--- config.mk ---
export PLATFORM = sky130hd
export DESIGN_NAME = text_terminal_cursor_controller_core
export DESIGN_NICKNAME = d
export VERILOG_FILES = /design/src/design/ttcc_pkg.sv /design/src/design/ttcc_csr.sv /design/src/design/ttcc_step.sv /design/src/design/text_terminal_cursor_controller_core.sv
export SDC_FILE = /design/constraint.sdc
export NUM_CORES = 1
export LEC_CHECK = 0
export BUFFER_PORTS_ARGS = -buffer_cell sky130_fd_sc_hd__buf_2
export CORE_AREA = 5 5 79 153
export CTS_BUF_LIST = sky130_fd_sc_hd__clkbuf_2 sky130_fd_sc_hd__clkbuf_4 sky130_fd_sc_hd__clkbuf_8
export DETAILED_ROUTE_END_ITERATION = 7
export DIE_AREA = 0 0 84 158
export HOLD_SLACK_MARGIN = 0.06
export PLACE_DENSITY = 0.94
export SYNTH_ARGS = -nofsm -noshare
export SYNTH_HDL_FRONTEND = slang
export SYNTH_SLANG_ARGS = --single-unit
--- constraint.sdc ---
create_clock -name clock -period 8.7 [get_ports clock]
set_input_delay 2.175 -clock clock [delete_from_list [all_inputs] [get_ports clock]]
set_output_delay 2.175 -clock clock [all_outputs]
set_load 0.005 [all_outputs]
--- src/design/ttcc_pkg.sv ---
`timescale 1ns / 1ps

package ttcc_pkg;

   // Terminal commands
   localparam logic [1:0] CMD_PUT   = 2'd0;
   localparam logic [1:0] CMD_SET   = 2'd1;
   localparam logic [1:0] CMD_CLEAR = 2'd2;

   // Pixel engine actions
   localparam logic [1:0] ACT_NONE   = 2'd0;
   localparam logic [1:0] ACT_DRAW   = 2'd1;
   localparam logic [1:0] ACT_SCROLL = 2'd2;
   localparam logic [1:0] ACT_CLEAR  = 2'd3;

   // Control characters
   localparam logic [7:0] CHAR_BACKSPACE = 8'd8;
   localparam logic [7:0] CHAR_TAB       = 8'd9;
   localparam logic [7:0] CHAR_NEWLINE   = 8'd10;
   localparam logic [7:0] CHAR_SPACE     = 8'd32;

   localparam logic [2:0] TAB_SPACES = 3'd4;

   // Configuration register indexes
   localparam logic [1:0] REG_TEXT_COLUMNS = 2'd0;
   localparam logic [1:0] REG_TEXT_ROWS    = 2'd1;
   localparam logic [1:0] REG_COLOR_INDEX  = 2'd2;

   localparam logic [7:0] RESET_COLUMNS = 8'd80;
   localparam logic [7:0] RESET_ROWS    = 8'd25;
   localparam logic [3:0] RESET_COLOR   = 4'd15;

   localparam logic [23:0] PALETTE [16] = '{
      24'h000000, 24'h0000AA, 24'h00AA00, 24'h00AAAA,
      24'hAA0000, 24'hAA00AA, 24'hAA5500, 24'hAAAAAA,
      24'h555555, 24'h5555FF, 24'h55FF55, 24'h55FFFF,
      24'hFF5555, 24'hFF55FF, 24'hFFFF55, 24'hFFFFFF
   };

   typedef struct packed {
      logic [1:0] command;
      logic [7:0] char_code;
      logic [7:0] target_row;
      logic [7:0] target_col;
   } item_type;

   typedef struct packed {
      logic [7:0] text_columns;
      logic [7:0] text_rows;
      logic [3:0] color_index;
   } cfg_type;

   // Progress through one word: a scroll still owed, spaces drawn so far
   typedef struct packed {
      logic       scroll_pending;
      logic [2:0] drawn;
   } seq_type;

   typedef struct packed {
      logic [1:0]  action;
      logic [10:0] pixel_x;
      logic [10:0] pixel_y;
      logic [7:0]  glyph;
      logic [23:0] rgb;
      logic [7:0]  cursor_row_now;
      logic [7:0]  cursor_col_now;
      logic        last;
   } result_type;

endpackage

--- src/design/ttcc_csr.sv ---
`timescale 1ns / 1ps

module ttcc_csr
   import ttcc_pkg::*;
(
   input  logic       clock,
   input  logic       reset,
   input  logic       csr_write_enable,
   input  logic [1:0] csr_index,
   input  logic [7:0] csr_write_data,
   output cfg_type    cfg
);

   cfg_type cfg_ff;

   always_ff @(posedge clock) begin
      if (reset) begin
         cfg_ff.text_columns <= RESET_COLUMNS;
         cfg_ff.text_rows    <= RESET_ROWS;
         cfg_ff.color_index  <= RESET_COLOR;
      end else if (csr_write_enable) begin
         unique case (csr_index)
            REG_TEXT_COLUMNS: cfg_ff.text_columns <= csr_write_data;
            REG_TEXT_ROWS:    cfg_ff.text_rows    <= csr_write_data;
            REG_COLOR_INDEX:  cfg_ff.color_index  <= csr_write_data[3:0];
            default: ;
         endcase
      end
   end

   assign cfg = cfg_ff;

endmodule

--- src/design/ttcc_step.sv ---
`timescale 1ns / 1ps

module ttcc_step
   import ttcc_pkg::*;
#(
   parameter int GLYPH_WIDTH  = 8,
   parameter int GLYPH_HEIGHT = 8
) (
   input  item_type   item,
   input  cfg_type    cfg,
   input  seq_type    seq,
   input  logic [7:0] cur_row,
   input  logic [7:0] cur_col,
   output result_type result,
   output seq_type    seq_next,
   output logic [7:0] row_next,
   output logic [7:0] col_next,
   output logic       done
);

   logic        initialised;
   logic [8:0]  row_inc;
   logic [8:0]  col_inc;
   logic        row_wrap;
   logic        col_wrap;
   logic [7:0]  last_row;
   logic [7:0]  col_dec;
   logic [7:0]  glyph_code;
   logic [2:0]  spaces_total;
   logic [2:0]  drawn_inc;
   logic [12:0] px_full;
   logic [12:0] py_full;
   logic [12:0] px_back_full;

   assign initialised  = (cfg.text_columns != 8'd0) && (cfg.text_rows != 8'd0);
   assign row_inc      = {1'b0, cur_row} + 9'd1;
   assign col_inc      = {1'b0, cur_col} + 9'd1;
   assign row_wrap     = row_inc >= {1'b0, cfg.text_rows};
   assign col_wrap     = col_inc >= {1'b0, cfg.text_columns};
   assign last_row     = cfg.text_rows - 8'd1;
   assign col_dec      = cur_col - 8'd1;
   assign glyph_code   = (item.char_code == CHAR_TAB) ? CHAR_SPACE : item.char_code;
   assign spaces_total = (item.char_code == CHAR_TAB) ? TAB_SPACES : 3'd1;
   assign drawn_inc    = seq.drawn + 3'd1;
   assign px_full      = {5'd0, cur_col} * 13'(GLYPH_WIDTH);
   assign py_full      = {5'd0, cur_row} * 13'(GLYPH_HEIGHT);
   assign px_back_full = {5'd0, col_dec} * 13'(GLYPH_WIDTH);

   always_comb begin
      result   = '0;
      seq_next = seq;
      row_next = cur_row;
      col_next = cur_col;
      done     = 1'b1;
      result.action = ACT_NONE;

      if (seq.scroll_pending) begin
         // scroll owed by the previous draw; cursor already moved
         result.action           = ACT_SCROLL;
         seq_next.scroll_pending = 1'b0;
         done                    = (seq.drawn == spaces_total);
      end else begin
         unique case (item.command)
            CMD_PUT: begin
               if (initialised) begin
                  priority if (item.char_code == CHAR_NEWLINE) begin
                     col_next = 8'd0;
                     if (row_wrap) begin
                        row_next      = last_row;
                        result.action = ACT_SCROLL;
                     end else begin
                        row_next = row_inc[7:0];
                     end
                  end else if (item.char_code == CHAR_BACKSPACE) begin
                     if (cur_col != 8'd0) begin
                        col_next       = col_dec;
                        result.action  = ACT_DRAW;
                        result.pixel_x = px_back_full[10:0];
                        result.pixel_y = py_full[10:0];
                        result.glyph   = CHAR_SPACE;
                     end
                  end else begin
                     result.action  = ACT_DRAW;
                     result.pixel_x = px_full[10:0];
                     result.pixel_y = py_full[10:0];
                     result.glyph   = glyph_code;
                     result.rgb     = PALETTE[cfg.color_index];
                     seq_next.drawn = drawn_inc;
                     if (col_wrap) begin
                        col_next = 8'd0;
                        if (row_wrap) begin
                           row_next                = last_row;
                           seq_next.scroll_pending = 1'b1;
                        end else begin
                           row_next = row_inc[7:0];
                        end
                     end else begin
                        col_next = col_inc[7:0];
                     end
                     done = !(col_wrap && row_wrap) && (drawn_inc == spaces_total);
                  end
               end
            end
            CMD_SET: begin
               if (item.target_row < cfg.text_rows) row_next = item.target_row;
               if (item.target_col < cfg.text_columns) col_next = item.target_col;
            end
            CMD_CLEAR: begin
               if (initialised) begin
                  row_next      = 8'd0;
                  col_next      = 8'd0;
                  result.action = ACT_CLEAR;
               end
            end
            default: ;
         endcase
      end

      result.cursor_row_now = row_next;
      result.cursor_col_now = col_next;
      result.last           = done;
   end

endmodule

--- src/design/text_terminal_cursor_controller_core.sv ---
`timescale 1ns / 1ps

// Channel   Ports                              Word
// -------   --------------------------------   ------------------------------------
// req       req_valid / req_ready              terminal command, one word per item
// rsp       rsp_valid / rsp_ready              pixel engine command, 1 to 8 words
// csr       csr_write_enable / csr_index       register write, taken at once
//
// One word leaves per cycle while rsp is ready; the words an item causes are
// 1 for most commands, 2 for a draw that scrolls, 4 to 8 for a tab.
// A new item enters in the cycle its predecessor's final word is loaded.
// Synchronous active-high reset clears cursor, progress and valids and restores
// 80 columns, 25 rows and palette index 15.
// A stalled rsp holds its word and the item in progress; req then stalls.

module text_terminal_cursor_controller_core
   import ttcc_pkg::*;
#(
   parameter int GLYPH_WIDTH  = 8,
   parameter int GLYPH_HEIGHT = 8
) (
   input  logic        clock,
   input  logic        reset,
   input  logic        req_valid,
   output logic        req_ready,
   input  logic [1:0]  req_command,
   input  logic [7:0]  req_char_code,
   input  logic [7:0]  req_target_row,
   input  logic [7:0]  req_target_col,
   output logic        rsp_valid,
   input  logic        rsp_ready,
   output logic [1:0]  rsp_action,
   output logic [10:0] rsp_pixel_x,
   output logic [10:0] rsp_pixel_y,
   output logic [7:0]  rsp_glyph,
   output logic [23:0] rsp_rgb,
   output logic [7:0]  rsp_cursor_row_now,
   output logic [7:0]  rsp_cursor_col_now,
   output logic        rsp_last,
   input  logic        csr_write_enable,
   input  logic [1:0]  csr_index,
   input  logic [7:0]  csr_write_data
);

   cfg_type    cfg;
   item_type   item_ff;
   logic       item_valid_ff;
   logic       item_valid_in;
   seq_type    seq_ff;
   seq_type    seq_in;
   seq_type    seq_step;
   logic [7:0] row_ff;
   logic [7:0] col_ff;
   logic [7:0] row_step;
   logic [7:0] col_step;
   result_type result_step;
   result_type rsp_ff;
   logic       rsp_valid_ff;
   logic       rsp_valid_in;
   logic       step_done;
   logic       out_load;
   logic       step_fire;
   logic       req_fire;

   ttcc_csr u_csr (
      .clock            (clock),
      .reset            (reset),
      .csr_write_enable (csr_write_enable),
      .csr_index        (csr_index),
      .csr_write_data   (csr_write_data),
      .cfg              (cfg)
   );

   ttcc_step #(
      .GLYPH_WIDTH  (GLYPH_WIDTH),
      .GLYPH_HEIGHT (GLYPH_HEIGHT)
   ) u_step (
      .item       (item_ff),
      .cfg        (cfg),
      .seq        (seq_ff),
      .cur_row    (row_ff),
      .cur_col    (col_ff),
      .result     (result_step),
      .seq_next   (seq_step),
      .row_next   (row_step),
      .col_next   (col_step),
      .done       (step_done)
   );

   // The result register frees when empty or when its word is taken
   assign out_load  = !rsp_valid_ff || rsp_ready;
   assign step_fire = item_valid_ff && out_load;
   assign req_ready = !item_valid_ff || (step_fire && step_done);
   assign req_fire  = req_valid && req_ready;

   always_comb begin
      item_valid_in = item_valid_ff;
      seq_in        = seq_ff;
      if (step_fire) begin
         seq_in = seq_step;
         if (step_done) item_valid_in = 1'b0;
      end
      // a fresh item starts with nothing drawn and no scroll owed
      if (req_fire) begin
         item_valid_in = 1'b1;
         seq_in        = '0;
      end
      rsp_valid_in = out_load ? item_valid_ff : rsp_valid_ff;
   end

   always_ff @(posedge clock) begin
      if (reset) begin
         item_valid_ff <= 1'b0;
         seq_ff        <= '0;
         rsp_valid_ff  <= 1'b0;
         row_ff        <= 8'd0;
         col_ff        <= 8'd0;
      end else begin
         item_valid_ff <= item_valid_in;
         seq_ff        <= seq_in;
         rsp_valid_ff  <= rsp_valid_in;
         if (step_fire) begin
            row_ff <= row_step;
            col_ff <= col_step;
         end
      end
   end

   // Payload registers: capture the item word and the result word
   always_ff @(posedge clock) begin
      if (req_fire) begin
         item_ff.command    <= req_command;
         item_ff.char_code  <= req_char_code;
         item_ff.target_row <= req_target_row;
         item_ff.target_col <= req_target_col;
      end
      if (step_fire) rsp_ff <= result_step;
   end

   assign rsp_valid          = rsp_valid_ff;
   assign rsp_action         = rsp_ff.action;
   assign rsp_pixel_x        = rsp_ff.pixel_x;
   assign rsp_pixel_y        = rsp_ff.pixel_y;
   assign rsp_glyph          = rsp_ff.glyph;
   assign rsp_rgb            = rsp_ff.rgb;
   assign rsp_cursor_row_now = rsp_ff.cursor_row_now;
   assign rsp_cursor_col_now = rsp_ff.cursor_col_now;
   assign rsp_last           = rsp_ff.last;

`ifndef SYNTHESIS
   // A scroll always leaves the cursor at column zero
   a_scroll_col_zero: assert property (@(posedge clock) disable iff (reset)
      (rsp_valid_ff && rsp_ff.action == ACT_SCROLL) |-> (rsp_ff.cursor_col_now == 8'd0))
      else $error("scroll word with nonzero cursor column");

   // An owed scroll belongs to a live item whose waiting draw is not final
   a_scroll_owed: assert property (@(posedge clock) disable iff (reset)
      seq_ff.scroll_pending |-> (item_valid_ff && rsp_valid_ff && !rsp_ff.last))
      else $error("scroll owed without a live item and a non-final draw");

   // A tab never draws more than four spaces
   a_drawn_bound: assert property (@(posedge clock) disable iff (reset)
      seq_ff.drawn <= TAB_SPACES)
      else $error("space count past a tab's width");

   // Reset empties the result register
   a_reset_empty: assert property (@(posedge clock)
      reset |=> !rsp_valid_ff)
      else $error("result valid right after reset");
`endif

endmodule

==> results.toml <==
[outcome]
outcome = "complete, no violations"

[worst_setup_path]
crit_path_end_kind = "output pin"
cp-start-kind = "register"
cp.required_ns = 6.53
timing.critical_path.slowest_cell_delay_ns = 0.59
critical-path-slowest-cell = "sky130_fd_sc_hd__dfxtp_1"
critPathMaxFanout = 12
worst_ep_arrival_time_ns = 4.23
critical_path.startpoint = "col_ff[2]"
setup.worst_path.class = "reg -> out"
cells_along_the_critical_path = "and3_1 -> and3_1 -> nand3_1 -> xnor2_1 -> ha_1 -> and3_2 -> a221o_1 -> a31oi_1 -> nand2_1 -> a221o_1 -> a21oi_1 -> nand2b_1 -> buf_2"
reg2reg_launch_point = "col_ff[2]"

[timing]
timing.clock.skew_ns = 0.0162
layout_worst_path_cycle_share_pct = 73.7
setup_viol = 0
worst_tran_pin_value_ns = 1.08
setup_tns_ns = 0
report.final.slew_viol_count = 0
report.final.hold_viol_count = 0
final.setup.worst_slack_ns = 2.29
unrepaired_setup_endpoints_after_global_routing = "no"
max_clock_freq_ghz = 0.156
min_period_ns = 6.41
timing.max_slew.rel_slack_pct = 28.0
hold-worst-slack_ns = 0.526

[logic_synthesis]
synth_cell_type_count = 76
synth-seq-cells = 116
number_of_synthesized_flops_with_an_enable_pin = 74
synth-async-reset-ratio_pct = 0
synth_cells = 656
yosysWarnings = 0
synthesis.area_per_instance_um2 = 10.0
synth_flop_cell = "sky130_fd_sc_hd__edfxtp_1"
synth.cell_area_um2 = 6570
ys_seq_area_share_pct = 46.7

[floorplan]
design.die.area_um2 = 13300
placementRows = 54
fp.dieW_um = 84
ios = 116
coreArea_um2 = 10800
initial_core_util_pct = 60.7
chipHeight_um = 158

[routing]
detail_route.drc_violations = 0
route.vias.total = 5870
drt.antenna.violating_nets = 0
routed_wire_length_per_instance_um = 22.9
post_detailed_route_via_to_cell_ratio = 6.54
drt_pass1_iterations = 6
drt-total-wl_um = 20600
count_of_routing_violations_after_the_opening_detailed_route_iteration = 796

[job]
cap_violations = 0

[power]
swShare_pct = 26.5
total_power_mw = 1.35
power.sequential.fraction_pct = 47.2
power.internal_mw = 0.989
total_power_per_unit_cell_area_nw_per_um2 = 180
comb_power_share_pct = 12.6
clock_share_of_power_pct = 40.3
irDropWorstVdd_mv = 0.127
total_switching_power_mw = 0.357
p_leak_nw = 3.12

[grt]
grt_max_degree = 47
grtUsageTotal_pct = 31.2
grt_pass1_vias = 6019
globalRouteOverflowTotal = 0
grt_first_pass_wirelength_um = 31300
grt_antenna_before_repair = 0

[finish]
num_antenna_cells = 0
layout-area-overhead-vs-synth_pct = 13.6
num-nets-final = 822
layout.cells.most_common = "sky130_fd_sc_hd__buf_2"
final_cell_area_um2 = 7460
mostFrequentLayoutCells = "109 x sky130_fd_sc_hd__buf_2, 74 x sky130_fd_sc_hd__edfxtp_1, 57 x sky130_fd_sc_hd__nor2_1"
final_layout_size_suffix_gt1_share_pct = 22.9

[min_path]
holdCritStartpoint = "item_valid_ff"
min-delay-path-class = "reg -> reg"

[cts]
postCtsResizedCells = 0
path_clk_slew_ns = 0.07
cts_tree = "built"
clock_path_buffers = 2
clk-insertion-delay-late_ns = 0.45
post-cts-setup-buffer-count = 0
cts_num_sinks = 116
cts.root.buffer_cell = "sky130_fd_sc_hd__clkbuf_8"
cts_hold_buffers = 0
clock_tree.htree_level_count = 4
cts-buffers-inserted = 17

[place]
dpl_worst_slack_ns = 2.83
placement.cell_area_um2 = 7030
place.gp.congestion = 1.01
place_hpwl_um = 15300
buffers_added_on_ports = 109
stage by stage:
stage / cells / utilization [%]
3_3_place_gp: 865 / 65.1
2_1_floorplan: 661 / -
4_1_cts: 897 / 69.0
5_1_grt: 897 / 69.0
6_report: 897 / 69.0
3_5_place_dp: 865 / 65.1
Yosys cell counts, types with 13 or more instances:
cell type	instances	area [µm²]
sky130_fd_sc_hd__a21oi_1	39	195
sky130_fd_sc_hd__mux2i_1	14	140
sky130_fd_sc_hd__and2_1	14	87.6
sky130_fd_sc_hd__inv_1	31	116
sky130_fd_sc_hd__xnor2_1	13	114
sky130_fd_sc_hd__clkbuf_1	20	75.1
sky130_fd_sc_hd__dfxtp_1	42	841
sky130_fd_sc_hd__nand2_1	51	191
sky130_fd_sc_hd__ha_1	37	463
sky130_fd_sc_hd__o21ai_0	39	195
sky130_fd_sc_hd__buf_4	25	188
sky130_fd_sc_hd__nand3_1	22	110
sky130_fd_sc_hd__edfxtp_1	74	2220
sky130_fd_sc_hd__nor2_1	57	214
sequential cells by signal, indices dropped and copies added (netlist names):
register and cells:
col_ff 8, item_ff 26, item_valid_ff 1, row_ff 8, rsp_action 2, rsp_cursor_col_now 8, rsp_cursor_row_now 8, rsp_glyph 8
rsp_last 1, rsp_pixel_x 8, rsp_pixel_y 8, rsp_rgb 5, rsp_valid 1, seq_ff 4, u_csr.cfg 20
routing by layer:
layer / part of all wire, % / vias to the layer above / track usage (%) / wire length [µm]
met5: 0 / - / 0 / 0
met4: 9.3 / 0 / 28.1 / 1910
met3: 7.0 / 132 / 6.88 / 1430
met2: 53 / 381 / 56.2 / 11000
met1: 30 / 2778 / 28.9 / 6230
li1: - / 2579 / - / -
final timing paths:
check                                     end  slack [ns]  cells after the start
worst max-delay path                req_ready        2.29                     13
worst min register to register  item_valid_ff        0.53                      2
worst max register to register    item_ff[14]        4.30                     13
worst min-delay path            item_valid_ff        0.53                      2
cells by family (layout without fill, tap and decap cells):
group	after synthesis	in the layout	synth area share, %
mux	21	21	3.34
xor+xnor	22	22	2.94
flops	116	116	46.7
other cells	1	6	0.0571
simple gates	216	216	16.6
buf+inv	83	179	6.84
fa+ha+maj	37	37	7.05
compound gates	160	160	16.5
critical path, delay by kind of cell, from the launching register on:
family	cells	cell delay [ns]
compound gates	4	1.45
simple gates	6	1.11
xor+xnor	1	0.25
fa+ha+maj	1	0.28
buf+inv	1	0.11
flops	1	0.59
power groups by stage:
stage	Combinational (mW)	Clock [mW]	Sequential, mW
final	0.169	0.542	0.635
after CTS	0.166	0.541	0.634
after detailed placement	0.163	0	0.646
after global placement	0.158	0	0.645
after global routing	0.182	0.570	0.637
after floorplan	0.108	0	0.639
layout make-up:
class,instances,area (µm²)
Clock buffer,18,241
Clock inverter,14,185
Fill cell,821,3350
Inverter,31,116
Multi-Input combinational cell,462,3080
Sequential cell,116,3060
Tap cell,140,175
Timing Repair Buffer,116,598
(Power assumes the default switching activity.)
